<file path="src/hdl/scdr_pkg.sv">
// Shared types, codes and reply byte lookup for the serial command deframer.
`default_nettype none
package scdr_pkg;

  // Parser phases
  localparam logic [2:0] PH_MAGIC   = 3'd0;
  localparam logic [2:0] PH_VERSION = 3'd1;
  localparam logic [2:0] PH_CMD     = 3'd2;
  localparam logic [2:0] PH_LEN_HI  = 3'd3;
  localparam logic [2:0] PH_LEN_LO  = 3'd4;
  localparam logic [2:0] PH_DATA    = 3'd5;

  localparam logic [7:0] SYNC_0       = 8'hC1;
  localparam logic [7:0] SYNC_1       = 8'h1F;
  localparam logic [7:0] SYNC_2       = 8'hFE;
  localparam logic [7:0] SYNC_3       = 8'h72;
  localparam logic [7:0] VERSION_BYTE = 8'd2;

  localparam logic [7:0] CODE_CHANNEL       = 8'h01;
  localparam logic [7:0] CODE_CHANNEL_MIN   = 8'h02;
  localparam logic [7:0] CODE_CHANNEL_MAX   = 8'h03;
  localparam logic [7:0] CODE_NOT_SUPPORTED = 8'h7F;

  localparam logic [7:0] OP_GET_CHANNEL = 8'h81;
  localparam logic [7:0] OP_GET_MIN     = 8'h82;
  localparam logic [7:0] OP_GET_MAX     = 8'h83;
  localparam logic [7:0] OP_SET_CHANNEL = 8'h84;

  // Configuration register indexes
  localparam logic REG_CHANNEL_MIN = 1'b0;
  localparam logic REG_CHANNEL_MAX = 1'b1;

  // Byte positions within a reply frame
  localparam logic [3:0] POS_SYNC_0  = 4'd0;
  localparam logic [3:0] POS_SYNC_1  = 4'd1;
  localparam logic [3:0] POS_SYNC_2  = 4'd2;
  localparam logic [3:0] POS_SYNC_3  = 4'd3;
  localparam logic [3:0] POS_VERSION = 4'd4;
  localparam logic [3:0] POS_CODE    = 4'd5;
  localparam logic [3:0] POS_LEN_HI  = 4'd6;
  localparam logic [3:0] POS_LEN_LO  = 4'd7;
  localparam logic [3:0] POS_VALUE   = 4'd8;

  // One queued reply: header code and optional value byte
  typedef struct packed {
    logic [7:0] code;
    logic       has_value;
    logic [7:0] value;
  } reply_t;

  typedef struct packed {
    logic valid;
    logic full;
  } q_status_t;

  function automatic logic [7:0] sync_byte(input logic [1:0] pos);
    logic [7:0] b;
    case (pos)
      2'd0:    b = SYNC_0;
      2'd1:    b = SYNC_1;
      2'd2:    b = SYNC_2;
      default: b = SYNC_3;
    endcase
    return b;
  endfunction

  function automatic logic [7:0] reply_byte_at(input reply_t r, input logic [3:0] pos);
    logic [7:0] b;
    case (pos)
      POS_SYNC_0:  b = SYNC_0;
      POS_SYNC_1:  b = SYNC_1;
      POS_SYNC_2:  b = SYNC_2;
      POS_SYNC_3:  b = SYNC_3;
      POS_VERSION: b = VERSION_BYTE;
      POS_CODE:    b = r.code;
      POS_LEN_HI:  b = 8'd0;
      POS_LEN_LO:  b = {7'd0, r.has_value};
      default:     b = r.value;
    endcase
    return b;
  endfunction

endpackage
`default_nettype wire

</file>
<file path="src/hdl/serial_command_deframer_responder.sv">
// Top level of the serial command deframer and responder.
// Takes one host byte or timeout event per cycle while the two-entry reply queue has room;
// the parser answers get commands on the command byte and other commands on the data byte.
// Each reply leaves as 8 bytes (not-supported) or 9 bytes (with a value), one byte per cycle
// from the serializer while out_stall is low, and input stalls only
// when two replies are already waiting. channel_min and channel_max reset to 11 and 26, the
// channel to 26; register writes are registered and never move the stored channel.
`default_nettype none
module serial_command_deframer_responder (
  input  wire logic       clk,
  input  wire logic       rst,
  input  wire logic       wr_en,
  input  wire logic       wr_index,
  input  wire logic [7:0] wr_data,
  input  wire logic       in_valid,
  output logic            in_stall,
  input  wire logic       func,
  input  wire logic [7:0] byte_value,
  output logic            out_valid,
  input  wire logic       out_stall,
  output logic [7:0]      reply_byte,
  output logic            last
);

  logic                accept;
  logic                push;
  logic                pop;
  scdr_pkg::reply_t    push_data;
  scdr_pkg::reply_t    head;
  scdr_pkg::q_status_t q_st;

  assign in_stall = q_st.full;
  assign accept   = in_valid && !in_stall;

  scdr_front u_front (
    .clk        (clk),
    .rst        (rst),
    .wr_en      (wr_en),
    .wr_index   (wr_index),
    .wr_data    (wr_data),
    .accept     (accept),
    .func       (func),
    .byte_value (byte_value),
    .push       (push),
    .push_data  (push_data)
  );

  scdr_queue u_queue (
    .clk       (clk),
    .rst       (rst),
    .push      (push),
    .push_data (push_data),
    .pop       (pop),
    .head      (head),
    .status    (q_st)
  );

  scdr_back u_back (
    .clk        (clk),
    .rst        (rst),
    .q_valid    (q_st.valid),
    .head       (head),
    .pop        (pop),
    .out_valid  (out_valid),
    .out_stall  (out_stall),
    .reply_byte (reply_byte),
    .last       (last)
  );

  // never push into a full queue
  a_no_overflow: assert property (@(posedge clk) disable iff (rst) push |-> !q_st.full)
    else $error("reply pushed into full queue");

  // never pop an empty queue
  a_no_underflow: assert property (@(posedge clk) disable iff (rst) pop |-> q_st.valid)
    else $error("reply popped from empty queue");

  // output never goes idle mid-frame, so a new burst opens with the first sync byte
  a_frame_start: assert property (@(posedge clk) disable iff (rst)
    $rose(out_valid) |-> reply_byte == scdr_pkg::SYNC_0)
    else $error("reply burst does not start with sync byte");

endmodule
`default_nettype wire

</file>
<file path="src/hdl/scdr_front.sv">
// Front end: frame parser, configuration registers and reply selection.
`default_nettype none
module scdr_front (
  input  wire logic             clk,
  input  wire logic             rst,
  input  wire logic             wr_en,
  input  wire logic             wr_index,
  input  wire logic [7:0]       wr_data,
  input  wire logic             accept,
  input  wire logic             func,
  input  wire logic [7:0]       byte_value,
  output logic                  push,
  output scdr_pkg::reply_t      push_data
);

  logic [2:0] phase, phase_next;
  logic [1:0] magic_matched, magic_matched_next;
  logic [7:0] pending_command, pending_command_next;
  logic [7:0] length_high, length_high_next;
  logic [7:0] current_channel, current_channel_next;
  logic [7:0] channel_min;
  logic [7:0] channel_max;

  function automatic scdr_pkg::reply_t run_cmd(input logic [7:0] cmd, input logic [7:0] data,
                                               input logic [7:0] cur, input logic [7:0] mn,
                                               input logic [7:0] mx);
    scdr_pkg::reply_t r;
    r.has_value = 1'b1;
    case (cmd)
      scdr_pkg::OP_GET_CHANNEL: begin
        r.code  = scdr_pkg::CODE_CHANNEL;
        r.value = cur;
      end
      scdr_pkg::OP_GET_MIN: begin
        r.code  = scdr_pkg::CODE_CHANNEL_MIN;
        r.value = mn;
      end
      scdr_pkg::OP_GET_MAX: begin
        r.code  = scdr_pkg::CODE_CHANNEL_MAX;
        r.value = mx;
      end
      scdr_pkg::OP_SET_CHANNEL: begin
        if (data >= mn && data <= mx) begin
          r.code  = scdr_pkg::CODE_CHANNEL;
          r.value = data;
        end else begin
          r.code      = scdr_pkg::CODE_NOT_SUPPORTED;
          r.has_value = 1'b0;
          r.value     = 8'd0;
        end
      end
      default: begin
        r.code      = scdr_pkg::CODE_NOT_SUPPORTED;
        r.has_value = 1'b0;
        r.value     = 8'd0;
      end
    endcase
    return r;
  endfunction

  always_comb begin
    phase_next           = phase;
    magic_matched_next   = magic_matched;
    pending_command_next = pending_command;
    length_high_next     = length_high;
    current_channel_next = current_channel;
    push                 = 1'b0;
    push_data            = run_cmd(pending_command, byte_value, current_channel,
                                   channel_min, channel_max);
    if (accept) begin
      if (func) begin
        // timeout: drop the partial frame
        phase_next           = scdr_pkg::PH_MAGIC;
        magic_matched_next   = 2'd0;
        pending_command_next = 8'd0;
        length_high_next     = 8'd0;
      end else begin
        case (phase)
          scdr_pkg::PH_VERSION: begin
            if (byte_value == scdr_pkg::VERSION_BYTE) begin
              phase_next = scdr_pkg::PH_CMD;
            end else begin
              phase_next           = scdr_pkg::PH_MAGIC;
              magic_matched_next   = 2'd0;
              pending_command_next = 8'd0;
              length_high_next     = 8'd0;
            end
          end
          scdr_pkg::PH_CMD: begin
            if (byte_value inside {scdr_pkg::OP_GET_CHANNEL, scdr_pkg::OP_GET_MIN,
                                   scdr_pkg::OP_GET_MAX}) begin
              push                 = 1'b1;
              push_data            = run_cmd(byte_value, 8'd0, current_channel,
                                             channel_min, channel_max);
              phase_next           = scdr_pkg::PH_MAGIC;
              magic_matched_next   = 2'd0;
              pending_command_next = 8'd0;
              length_high_next     = 8'd0;
            end else begin
              pending_command_next = byte_value;
              phase_next           = scdr_pkg::PH_LEN_HI;
            end
          end
          scdr_pkg::PH_LEN_HI: begin
            length_high_next = byte_value;
            phase_next       = scdr_pkg::PH_LEN_LO;
          end
          scdr_pkg::PH_LEN_LO: begin
            if (length_high == 8'd0 && byte_value == 8'd1) begin
              phase_next = scdr_pkg::PH_DATA;
            end else begin
              phase_next           = scdr_pkg::PH_MAGIC;
              magic_matched_next   = 2'd0;
              pending_command_next = 8'd0;
              length_high_next     = 8'd0;
            end
          end
          scdr_pkg::PH_DATA: begin
            push = 1'b1;
            if (pending_command == scdr_pkg::OP_SET_CHANNEL &&
                byte_value >= channel_min && byte_value <= channel_max) begin
              current_channel_next = byte_value;
            end
            phase_next           = scdr_pkg::PH_MAGIC;
            magic_matched_next   = 2'd0;
            pending_command_next = 8'd0;
            length_high_next     = 8'd0;
          end
          default: begin
            // waiting for magic; a mismatched byte is not rechecked
            if (byte_value == scdr_pkg::sync_byte(magic_matched)) begin
              if (magic_matched == 2'd3) begin
                phase_next         = scdr_pkg::PH_VERSION;
                magic_matched_next = 2'd0;
              end else begin
                phase_next         = scdr_pkg::PH_MAGIC;
                magic_matched_next = magic_matched + 2'd1;
              end
            end else begin
              phase_next           = scdr_pkg::PH_MAGIC;
              magic_matched_next   = 2'd0;
              pending_command_next = 8'd0;
              length_high_next     = 8'd0;
            end
          end
        endcase
      end
    end
  end

  always_ff @(posedge clk) begin
    if (rst) begin
      phase           <= scdr_pkg::PH_MAGIC;
      magic_matched   <= 2'd0;
      pending_command <= 8'd0;
      length_high     <= 8'd0;
      current_channel <= 8'd26;
      channel_min     <= 8'd11;
      channel_max     <= 8'd26;
    end else begin
      phase           <= phase_next;
      magic_matched   <= magic_matched_next;
      pending_command <= pending_command_next;
      length_high     <= length_high_next;
      current_channel <= current_channel_next;
      if (wr_en) begin
        if (wr_index == scdr_pkg::REG_CHANNEL_MIN) begin
          channel_min <= wr_data;
        end else begin
          channel_max <= wr_data;
        end
      end
    end
  end

endmodule
`default_nettype wire

</file>
<file path="src/hdl/scdr_queue.sv">
// Two-entry reply queue between the parser and the byte serializer.
`default_nettype none
module scdr_queue (
  input  wire logic               clk,
  input  wire logic               rst,
  input  wire logic               push,
  input  wire scdr_pkg::reply_t   push_data,
  input  wire logic               pop,
  output scdr_pkg::reply_t        head,
  output scdr_pkg::q_status_t     status
);

  scdr_pkg::reply_t entry [2];
  logic       wptr;
  logic       rptr;
  logic [1:0] count;

  assign head         = entry[rptr];
  assign status.valid = (count != 2'd0);
  assign status.full  = (count == 2'd2);

  always_ff @(posedge clk) begin
    if (push) begin
      entry[wptr] <= push_data;
    end
  end

  always_ff @(posedge clk) begin
    if (rst) begin
      wptr  <= 1'b0;
      rptr  <= 1'b0;
      count <= 2'd0;
    end else begin
      if (push) begin
        wptr <= ~wptr;
      end
      if (pop) begin
        rptr <= ~rptr;
      end
      case ({push, pop})
        2'b10:   count <= count + 2'd1;
        2'b01:   count <= count - 2'd1;
        default: count <= count;
      endcase
    end
  end

endmodule
`default_nettype wire

</file>
<file path="src/hdl/scdr_back.sv">
// Back end: serializes the queued reply at the head into frame bytes.
`default_nettype none
module scdr_back (
  input  wire logic               clk,
  input  wire logic               rst,
  input  wire logic               q_valid,
  input  wire scdr_pkg::reply_t   head,
  output logic                    pop,
  output logic                    out_valid,
  input  wire logic               out_stall,
  output logic [7:0]              reply_byte,
  output logic                    last
);

  logic [3:0] pos;
  logic       load;
  logic       last_now;

  // output register is free when empty or being taken this cycle
  assign load     = q_valid && (!out_valid || !out_stall);
  assign last_now = head.has_value ? (pos == scdr_pkg::POS_VALUE)
                                   : (pos == scdr_pkg::POS_LEN_LO);
  assign pop      = load && last_now;

  always_ff @(posedge clk) begin
    if (load) begin
      reply_byte <= scdr_pkg::reply_byte_at(head, pos);
      last       <= last_now;
    end
  end

  always_ff @(posedge clk) begin
    if (rst) begin
      out_valid <= 1'b0;
      pos       <= scdr_pkg::POS_SYNC_0;
    end else begin
      if (load) begin
        out_valid <= 1'b1;
        pos       <= last_now ? scdr_pkg::POS_SYNC_0 : pos + 4'd1;
      end else if (!out_stall) begin
        out_valid <= 1'b0;
      end
    end
  end

endmodule
`default_nettype wire
</file>
<file path="config.mk">
export PLATFORM = sky130hd
export DESIGN_NAME = serial_command_deframer_responder
export DESIGN_NICKNAME = d
export VERILOG_FILES = /design/src/hdl/scdr_pkg.sv /design/src/hdl/serial_command_deframer_responder.sv /design/src/hdl/scdr_front.sv /design/src/hdl/scdr_queue.sv /design/src/hdl/scdr_back.sv
export SDC_FILE = /design/constraint.sdc
export NUM_CORES = 1
export LEC_CHECK = 0
export ABC_AREA = 1
export BUFFER_PORTS_ARGS = -buffer_cell sky130_fd_sc_hd__buf_2
export CAP_MARGIN = 20
export CORE_UTILIZATION = 64
export DETAILED_ROUTE_END_ITERATION = 10
export PLACE_DENSITY = 0.84
export SLEW_MARGIN = 40
export SYNTH_ARGS = -nofsm -noshare
export SYNTH_HDL_FRONTEND = slang
export SYNTH_SLANG_ARGS = --single-unit
</file>
<file path="constraint.sdc">
create_clock -name clk -period 6.1 [get_ports clk]
set_input_delay 0 -clock clk [delete_from_list [all_inputs] [get_ports clk]]
set_output_delay 0 -clock clk [all_outputs]
set_load 0.05 [all_outputs]
</file>
==> run summary, run 1 <==
The first TritonRoute pass finished after 5 iterations. From synthesis to final layout, the design area changed by 10.8%. Counting flops and latches in the post-synthesis netlist gives 88.

The initialized floorplan defines 32 standard-cell rows. For the combinational cell fraction of total power, the log shows 11.4%. Measured on the finished design, the core utilization comes to 73.0%.

Setup violations remaining at the end of the flow were counted as 0. The family with the most delay on the worst path was buffers and inverters. The worst setup path is captured at a flip-flop. The count of buffers added on input and output ports is 33. The logs give 0.422 GHz for the achievable frequency and 5320 µm² for the cell area reported after detailed placement. Sequential cells account for 52.8% of the total power. The clock drives 88 sinks. The highest ir drop seen on vdd was 0.000114 V; the width of the die was 91.2 µm. The async set-reset flop share out of synthesis was 0%.

Pin placement for this block handled 34 I/O pins. The final number of max-transition violations was 0; the number of enable-type register cells in the synthesized netlist was 33. TritonCTS built the clock tree. In this run, the clock network consumes 35.8% of the power. Number of global-route vias before repair: 4454. For this run, the leading register cell type out of synthesis is sky130_fd_sc_hd__dfxtp_1. The headroom to the max-slew limit is 59.9%. The run gives 2.62 nW as the leakage power summed over all cells. Critical setup path kind: in -> reg.

The run gives 0 as the count of synthesis-stage warnings from yosys. The clock latency reported for the late side of the worst-skew pair is 370 ps, and the number of buffers between clock root and the deepest sink is 2. The data required time at the worst endpoint is 6390 ps. The share of the Yosys chip area taken by registers is 41.1%. For the pin with the worst max-slew slack, the measured transition is 599 ps.

The initial antenna violation count came out at 0. Category of the worst setup path launch point: a primary input. Summed over all layers, the global routing overflow is 0.

STA puts the critical path data arrival time at 2670 ps. Of the cells placed in the final design, the portion with a size suffix greater than 1 is 11.3%. The count of nets left with antenna violations once routing finished came out at 0. The congestion estimate from routability-driven global placement came to 1.01. For the violation count after the first detailed-route iteration, the log shows 417.

In this run the standard cell core region covers 7730 µm². Dividing total power by cell area gives a power density of 210 nW/µm². Counting every net in the synthesized netlist gives 743. The fraction of power spent switching nets was 27.6%. The signal on the critical path passes through dlygate4sd3_1, buf_2, inv_2, nor2_2, nand3_1, nand2_1, nand2_1, inv_2, nor2_2, ha_1, inv_1, nand2_1, nor2_1, o21ai_0, a21oi_1. Detailed placement ended at an HPWL of 8960 µm.

The number of buffers and inverters on the critical path is 5. The cell area after layout was 5640 µm². The H-tree depth reported by CTS is 3, and the number of instances resized during post-cts repair is 0.

The vertical die dimension is 91.2 µm. Counting stages on the worst path, the most repeated cell is sky130_fd_sc_hd__nand2_1. Hold timing on the final database bottoms out at a slack of 19.2 ps. Setup repair after global routing left no endpoint under its margin. After detailed routing, the number of remaining DRC violations is 0.

Cell internal power was estimated by the tool at 0.000858 W. The logs give 65.9% for the starting density of the core and 694 for the cell count after synthesis. For the die outline area, the log shows 8320 µm². The run gives 12200 µm as the sum of routed wire length over all layers. The worst path uses 38.9% of the clock period. The clock skew is 14.3 ps.

The final worst slack is 3730 ps. After the last flow step, the layout net total stands at 785. The total via count after detailed routing came out at 4773. Class of the most critical hold timing path: in -> reg.

Dividing the detail-routed wire length by the instance count gives 14.5 µm. The run gives 0 as the number of max-capacitance violations reported. The number of hold violations in the final report was 0; the post-synthesis average cell area was 7.34 µm². The tools report the number of library cell types mapped by synthesis as 34.

The net switching power was 0.000327 W; the total negative slack for setup checks was 0 ps. For this design, the slowest cell found on the critical path is sky130_fd_sc_hd__dlygate4sd3_1. The flow ran to the end, and the final reports show no timing, DRC or antenna violations.

The total standard cell area after synthesis is 5090 µm², and the antenna cell count is 0. For this run, the slowest stage of the critical path takes 520 ps. The tools report the first-pass GRT wire length as 20400 µm.

Using the TritonRoute via totals, the vias-per-cell ratio works out to 5.66. The overall routing resource usage is 31.0%. The clock period minus worst slack was 2370 ps.

The tools report the worst slack after detailed placement as 3510 ps. CTS placed an instance of sky130_fd_sc_hd__clkbuf_8 at the clock tree root. Clock-pin slew was measured on the worst setup and hold paths at 100 ps.

For the total CTS buffers, the log shows 9. In this run the worst path has a maximum fanout of 13. Entering global routing, the biggest net connects 37 pins.
==> routing by layer <==
metal  share of wire [%]  wire (µm)  global-route usage (%)  up-vias
li1                    -          -                       -     2365
met1                  41       5030                    37.8     2142
met2                  49       5950                    54.3      228
met3                 7.5        911                    5.03       38
met4                 2.7        331                    13.1        0
met5                   0          0                       0        -
==> logic make-up after synthesis <==
kind of cell               count (synthesis)  synth area share (%)
buffers and inverters                    119                  9.26
xor gates and xnor gates                   3                 0.516
and+or+nand+nor                          340                  29.8
DFF                                       88                  41.1
adders and majority gates                 26                  6.39
AOI/OAI and AO/OA                        118                  13.0
==> metrics by stage <==
stage	std cells	total power, W
floorplan	694	0.000723
finish	843	0.00118
detailed placement	816	0.000762
global route	843	0.00123
global placement	816	0.000758
CTS	843	0.00118
==> final timing paths <==
check | cells past startpoint | from | end | slack (ps)
worst max-delay path | 15 | byte_value[0] | u_queue.count[1] | 3730
worst max register to register | 11 | flip-flop | u_queue.count[1] | 3750
worst min-delay path | 2 | rst | u_front.length_high[0] | 20
worst min register to register | 2 | u_front.current_channel[1] | u_front.current_channel[1] | 470
==> layout by cell type, fill, tap and decap left out, types with 8 or more instances in the layout <==
master	count
sky130_fd_sc_hd__a21oi_1	39
sky130_fd_sc_hd__buf_2	33
sky130_fd_sc_hd__clkbuf_8	9
sky130_fd_sc_hd__dfxtp_1	55
sky130_fd_sc_hd__dlygate4sd3_1	11
sky130_fd_sc_hd__edfxtp_1	33
sky130_fd_sc_hd__ha_1	26
sky130_fd_sc_hd__inv_1	90
sky130_fd_sc_hd__inv_2	12
sky130_fd_sc_hd__nand2_1	170
sky130_fd_sc_hd__nand3_1	28
sky130_fd_sc_hd__nand4_1	21
sky130_fd_sc_hd__nor2_1	86
sky130_fd_sc_hd__nor2_2	8
sky130_fd_sc_hd__nor3_1	12
sky130_fd_sc_hd__o211ai_1	11
sky130_fd_sc_hd__o21ai_0	39
sky130_fd_sc_hd__o21ai_1	8
sky130_fd_sc_hd__o22ai_1	16
==> state kept, by name, summed over array words and instances, names as in the netlist, 2 cells and up, named ones only <==
register and flops:
u_front.channel_min 8, u_front.length_high 8, u_queue.entry 24, u_front.channel_max 8, u_queue.count 2, u_front.current_channel 8
u_front.magic_matched 2, u_back.pos 4, u_front.pending_command 8, u_back.reply_byte 8, u_front.phase 3
==> repair_timing <==
item	CTS	global route
hold buffers	11	0
hold endpoints to repair	19	0
setup buffers	0	0
==> worst register-to-register path: cells and delay by family (launching register included) <==
family | cells | cell delay, ps
DFF | 1 | 550
AOI/OAI and AO/OA | 3 | 550
and+or+nand+nor | 5 | 530
buffers and inverters | 2 | 350
adders and majority gates | 1 | 300
==> cells in the mapped netlist, types with 3 or more instances <==
cell type | n | area, µm²
sky130_fd_sc_hd__o211ai_1 | 11 | 82.6
sky130_fd_sc_hd__dfxtp_1 | 55 | 1100
sky130_fd_sc_hd__ha_1 | 26 | 325
sky130_fd_sc_hd__o21a_1 | 3 | 22.5
sky130_fd_sc_hd__nand2_1 | 170 | 638
sky130_fd_sc_hd__nand4_2 | 3 | 37.5
sky130_fd_sc_hd__clkinv_1 | 3 | 11.3
sky130_fd_sc_hd__a21oi_1 | 39 | 195
sky130_fd_sc_hd__inv_2 | 12 | 45.0
sky130_fd_sc_hd__nor2_2 | 6 | 37.5
sky130_fd_sc_hd__edfxtp_1 | 33 | 991
sky130_fd_sc_hd__o22ai_1 | 16 | 100
sky130_fd_sc_hd__o21ai_0 | 39 | 195
sky130_fd_sc_hd__nand3_4 | 3 | 52.6
sky130_fd_sc_hd__xor2_1 | 3 | 26.3
sky130_fd_sc_hd__nand4_1 | 21 | 131
sky130_fd_sc_hd__nor2_1 | 88 | 330
sky130_fd_sc_hd__o21ai_1 | 8 | 40.0
sky130_fd_sc_hd__nand3_1 | 28 | 140
sky130_fd_sc_hd__buf_4 | 3 | 22.5
sky130_fd_sc_hd__clkbuf_1 | 8 | 30.0
sky130_fd_sc_hd__nor3_1 | 13 | 65.1
sky130_fd_sc_hd__inv_1 | 90 | 338
==> layout make-up <==
type	instances	area, µm²
Multi-Input combinational cell	487	2540
Sequential cell	88	2090
Fill cell	605	2090
Inverter	106	404
Timing Repair Buffer	44	275
Tap cell	102	128
Clock buffer	9	124
Clock inverter	7	78.8
==> power by group through the flow <==
stage / sequential [W] / combinational (W) / clock, W
2_1_floorplan: 0.000636 / 0.0000862 / 0
3_3_place_gp: 0.000638 / 0.000120 / 0
4_1_cts: 0.000625 / 0.000131 / 0.000424
6_report: 0.000625 / 0.000134 / 0.000424
5_1_grt: 0.000627 / 0.000150 / 0.000452
3_5_place_dp: 0.000638 / 0.000124 / 0
No activity file was read; power rests on OpenSTA's default activity.
==> inputs of run 2 (changes only) <==
--- a/config.mk
+++ b/config.mk
@@ -8,9 +8,9 @@
 export ABC_AREA = 1
 export BUFFER_PORTS_ARGS = -buffer_cell sky130_fd_sc_hd__buf_2
 export CAP_MARGIN = 20
-export CORE_UTILIZATION = 64
+export CORE_UTILIZATION = 61
 export DETAILED_ROUTE_END_ITERATION = 10
-export PLACE_DENSITY = 0.84
+export PLACE_DENSITY = 0.8
 export SLEW_MARGIN = 40
 export SYNTH_ARGS = -nofsm -noshare
 export SYNTH_HDL_FRONTEND = slang
==> constraint.sdc (replaced) <==
create_clock -name clk -period 2.3 [get_ports clk]
set_input_delay 0 -clock clk [delete_from_list [all_inputs] [get_ports clk]]
set_output_delay 0 -clock clk [all_outputs]
set_load 0.05 [all_outputs]
==> run 2 against run 1 <==
  * Sequential share of layout area is 0.48 points lower
  * Utilization is 0.50 points lower
  * Via count is 1.6% lower
  * First-iteration DRC count is 6.0% lower
  * Die area is 4.8% higher
  * Routed wire length is 2.9% higher
  * Setup slack worse by 3500 ps
  * Count of clock-buffer cells in the layout stayed put
  * Critical endpoint is now u_queue.entry[1][8]
==> run summary, run 2 (synthesized netlist as in run 1, its figures left out) <==
For the number of buffers between clock root and the deepest sink, the log shows 2 (unchanged). The total CTS buffers came out at 9 (unchanged). The worst register-to-register path ends at u_queue.entry[1][8].

The detailed-route wire length on metal 1 was 5640 µm (+12%). The sum of internal, switching and leakage power was 0.00325 W (+170%). The critical-path cell with the highest stage delay was sky130_fd_sc_hd__dfxtp_1. The run gives 72.5% (-0.50 points) as the final core utilization. Counting I/O delays and the setup requirement, the final critical path takes 2100 ps.

The row count is 32 (unchanged). The tools report the highest ir drop seen on vdd as 0.000394 V (+250%). The antenna cell count was 0 (unchanged). The detailed-routing iteration count for the pre-antenna-repair pass was 5 (unchanged); the placed instance count was 824 (+0.98%). The run gives 8970 µm (+0.18%) as the HPWL after detailed placement. Traced cell by cell, the critical path runs through inv_1, ha_1, nand2_1, o21ai_0, nand2_1, nand2_1, nand2_2, nand2_1, a21oi_1, nor2_1, inv_1. The number of remaining DRC errors is 0 (unchanged).

The final antenna-violating net count is 0 (unchanged), and the overall routing resource usage is 30.5% (-0.50 points). The worst path uses 91.4% of the clock period. The number of I/O port buffers came out at 33 (unchanged). The area growth from synthesis to layout was 12.3%. The worst hold path terminates at u_front.channel_min[0]. The path class of the tightest hold or removal check is in -> reg. By instance count, the cell type seen most on the critical path is sky130_fd_sc_hd__nand2_1.

The flip-flop count of the largest register after layout was 24 (unchanged). TritonCTS built the clock tree. Number of max-capacitance violations reported: 0 (unchanged).

The layout cell share with drive strength beyond 1 is 12.3% (+0.95 points), and the count of placed standard cells in the final layout, fillers left out is 851 (+0.95%). The final worst slack was 197 ps (-3530 ps). The run gives 35 (-5.4%) as the maximum number of pins on one net before global-route repair. First-pass GRT wire length: 20500 µm (+0.34%). The critical setup path kind is reg -> reg. The tools report the total negative slack for setup checks as 0 ps (unchanged). The starting density of the core is 64.6% (-1.3 points), and the average detailed-routed wire length per instance is 14.8 µm (+1.9%).

The largest driver fanout on the critical path was 10 (-3). The combinational cell fraction of total power is 11.0% (-0.4 points), and the slew at the pin with the worst max-slew slack is 459 ps (-140 ps). The headroom to the max-slew limit was 69.2% (+9.4 points); the count of endpoints failing setup in the final report was 0 (unchanged).

The layout net count was 793 (+1.0%). Leaving out fill and tap cells, the most frequent cell in the layout is sky130_fd_sc_hd__nand2_1. Leftover overflow at the end of global routing: 0 (unchanged).

The tools report the total via count after detailed routing as 4697 (-1.6%). The startpoint identified for the worst register-to-register timing path is u_front.channel_max[3]. Category of the worst setup path launch point: a flip-flop.

The count of pins on the block boundary came out at 34 (unchanged). Number of fill cells in the layout: 622 (+2.8%). Clock latency reported for the late side of the worst-skew pair: 370 ps (about the same).

The tools report the routability-driven placement congestion ratio as 0.946 (-6.3%). The width of the die came out at 93.4 µm (+2.4%). The flow ran to the end, and the final reports show no timing, DRC or antenna violations.

The sum of met3 wire segment lengths after detailed routing was 743 µm (-18%). The logic depth of the worst register-to-register path was 11 (unchanged); the post-CTS clock slew at the launch and capture registers of the worst setup and hold paths was 90 ps (about the same). The run gives 0 (unchanged) as the initial antenna violation count. The number of global-route vias before repair was 4386 (-1.5%); the fraction of power spent switching nets was 26.7% (-0.91 points). The internal power component was 0.00238 W (+180%); the amount of wire on met2 after detailed routing was 5860 µm (-1.5%). Delay of the slowest critical-path stage: 350 ps (-170 ps).

The number of buffers added for setup after CTS is 0 (unchanged). In the layout the commonest cells are sky130_fd_sc_hd__nand2_1, sky130_fd_sc_hd__inv_1, sky130_fd_sc_hd__nor2_1. The data required time at the worst endpoint is 2400 ps (-3990 ps), and the leakage power summed over all cells is 2.66 nW (+1.8%). The run gives 7890 µm² (+2.1%) as the area of the core region. The per-cell via count in the routed design was 5.52 (-2.5%).

The slack of the worst reg-to-reg path came out at 200 ps (-3550 ps). The vertical die dimension was 93.4 µm (+2.4%). Top routing layer in use: met4. The worst hold path begins at wr_index. The worst setup path is captured at a flip-flop. Worst slack after detailed placement: 205 ps (-3310 ps). The sum of routed wire length over all layers was 12600 µm (+2.9%); the clock network fraction of design power was 38.0% (+2.2 points).

The logs give 0.475 GHz for the achievable frequency and 392 (-6.0%) for the violation count after the first detailed-route iteration. The number of hold violations in the final report was 0 (unchanged). The arrival time at the worst endpoint was 2200 ps (-470 ps); the sequential group share of total power was 51.0% (-1.8 points). Clock skew: 9.38 ps (-4.89 ps). Ranked by flip-flop count, first place goes to u_queue.entry. The tools report the clock tree root driver cell as sky130_fd_sc_hd__clkbuf_8. The critical path starts at u_front.channel_max[3]. For the number of sinks driven by the clock tree, the log shows 88 (unchanged). For the final number of max-transition violations, the log shows 0 (unchanged).

The worst hold path cell count came out at 3 (+1). The H-tree depth reported by CTS was 3 (unchanged); the areal power density over the cells was 568 nW/µm² (+170%). Setup repair after global routing left no endpoint under its margin. The logs give 8720 µm² (+4.8%) for the die outline area and 0.000866 W (+170%) for the net switching power.
-- run 2: critical path: cells and delay by family, from the launching register on --
family,cells,cell delay (ps)
AOI/OAI and AO/OA,2,230
and+or+nand+nor,6,750
DFF,1,350
buffers and inverters,2,210
adders and majority gates,1,300
-- run 2: metrics by stage --
stage / hold WS (ps) / area, µm²
3_3_place_gp: 235 / 5380
3_5_place_dp: 238 / 5380
4_1_cts: 12.7 / 5710
6_report: 15.3 / 5720
5_1_grt: 38.8 / 5720
2_1_floorplan: 130 / 5090
-- run 2: layout make-up --
type / instances / area (µm²) / area share [%]
well taps: 102 / 128 / 2.23
clock buffers: 9 / 124 / 2.17
repair buffers: 52 / 335 / 5.86
clock inverters: 7 / 98.8 / 1.73
flip-flops and latches: 88 / 2090 / 36.6
inverters: 106 / 405 / 7.09
multi-input cells: 487 / 2530 / 44.3
-- run 2: timing repair --
action,in CTS,in global routing
setup endpoints to repair,0,3
endpoints found under the hold margin,24,0
resized for setup,0,4
hold buffers,11,0
-- run 2: worst max path at each step --
stage	to
after floorplan	u_queue.count[1]
after global placement	u_queue.count[1]
after detailed placement	u_queue.count[1]
after CTS	u_queue.count[1]
after global routing	u_queue.count[1]
final	u_queue.entry[1][8]
-- run 2: power by group through the flow --
stage	registers (W)	clock network, W	logic (W)
floorplan	0.00169	0	0.000229
global placement	0.00169	0	0.000321
detailed placement	0.00169	0	0.000333
CTS	0.00166	0.00125	0.000349
global route	0.00166	0.00131	0.000400
finish	0.00166	0.00123	0.000357
-- run 2: routing by layer --
| layer | vias up | global-route usage, % |
|---|---|---|
| met5 | - | 0 |
| met4 | 0 | 12.2 |
| met3 | 30 | 3.58 |
| met2 | 171 | 51.5 |
| met1 | 2117 | 39.9 |
| li1 | 2379 | - |
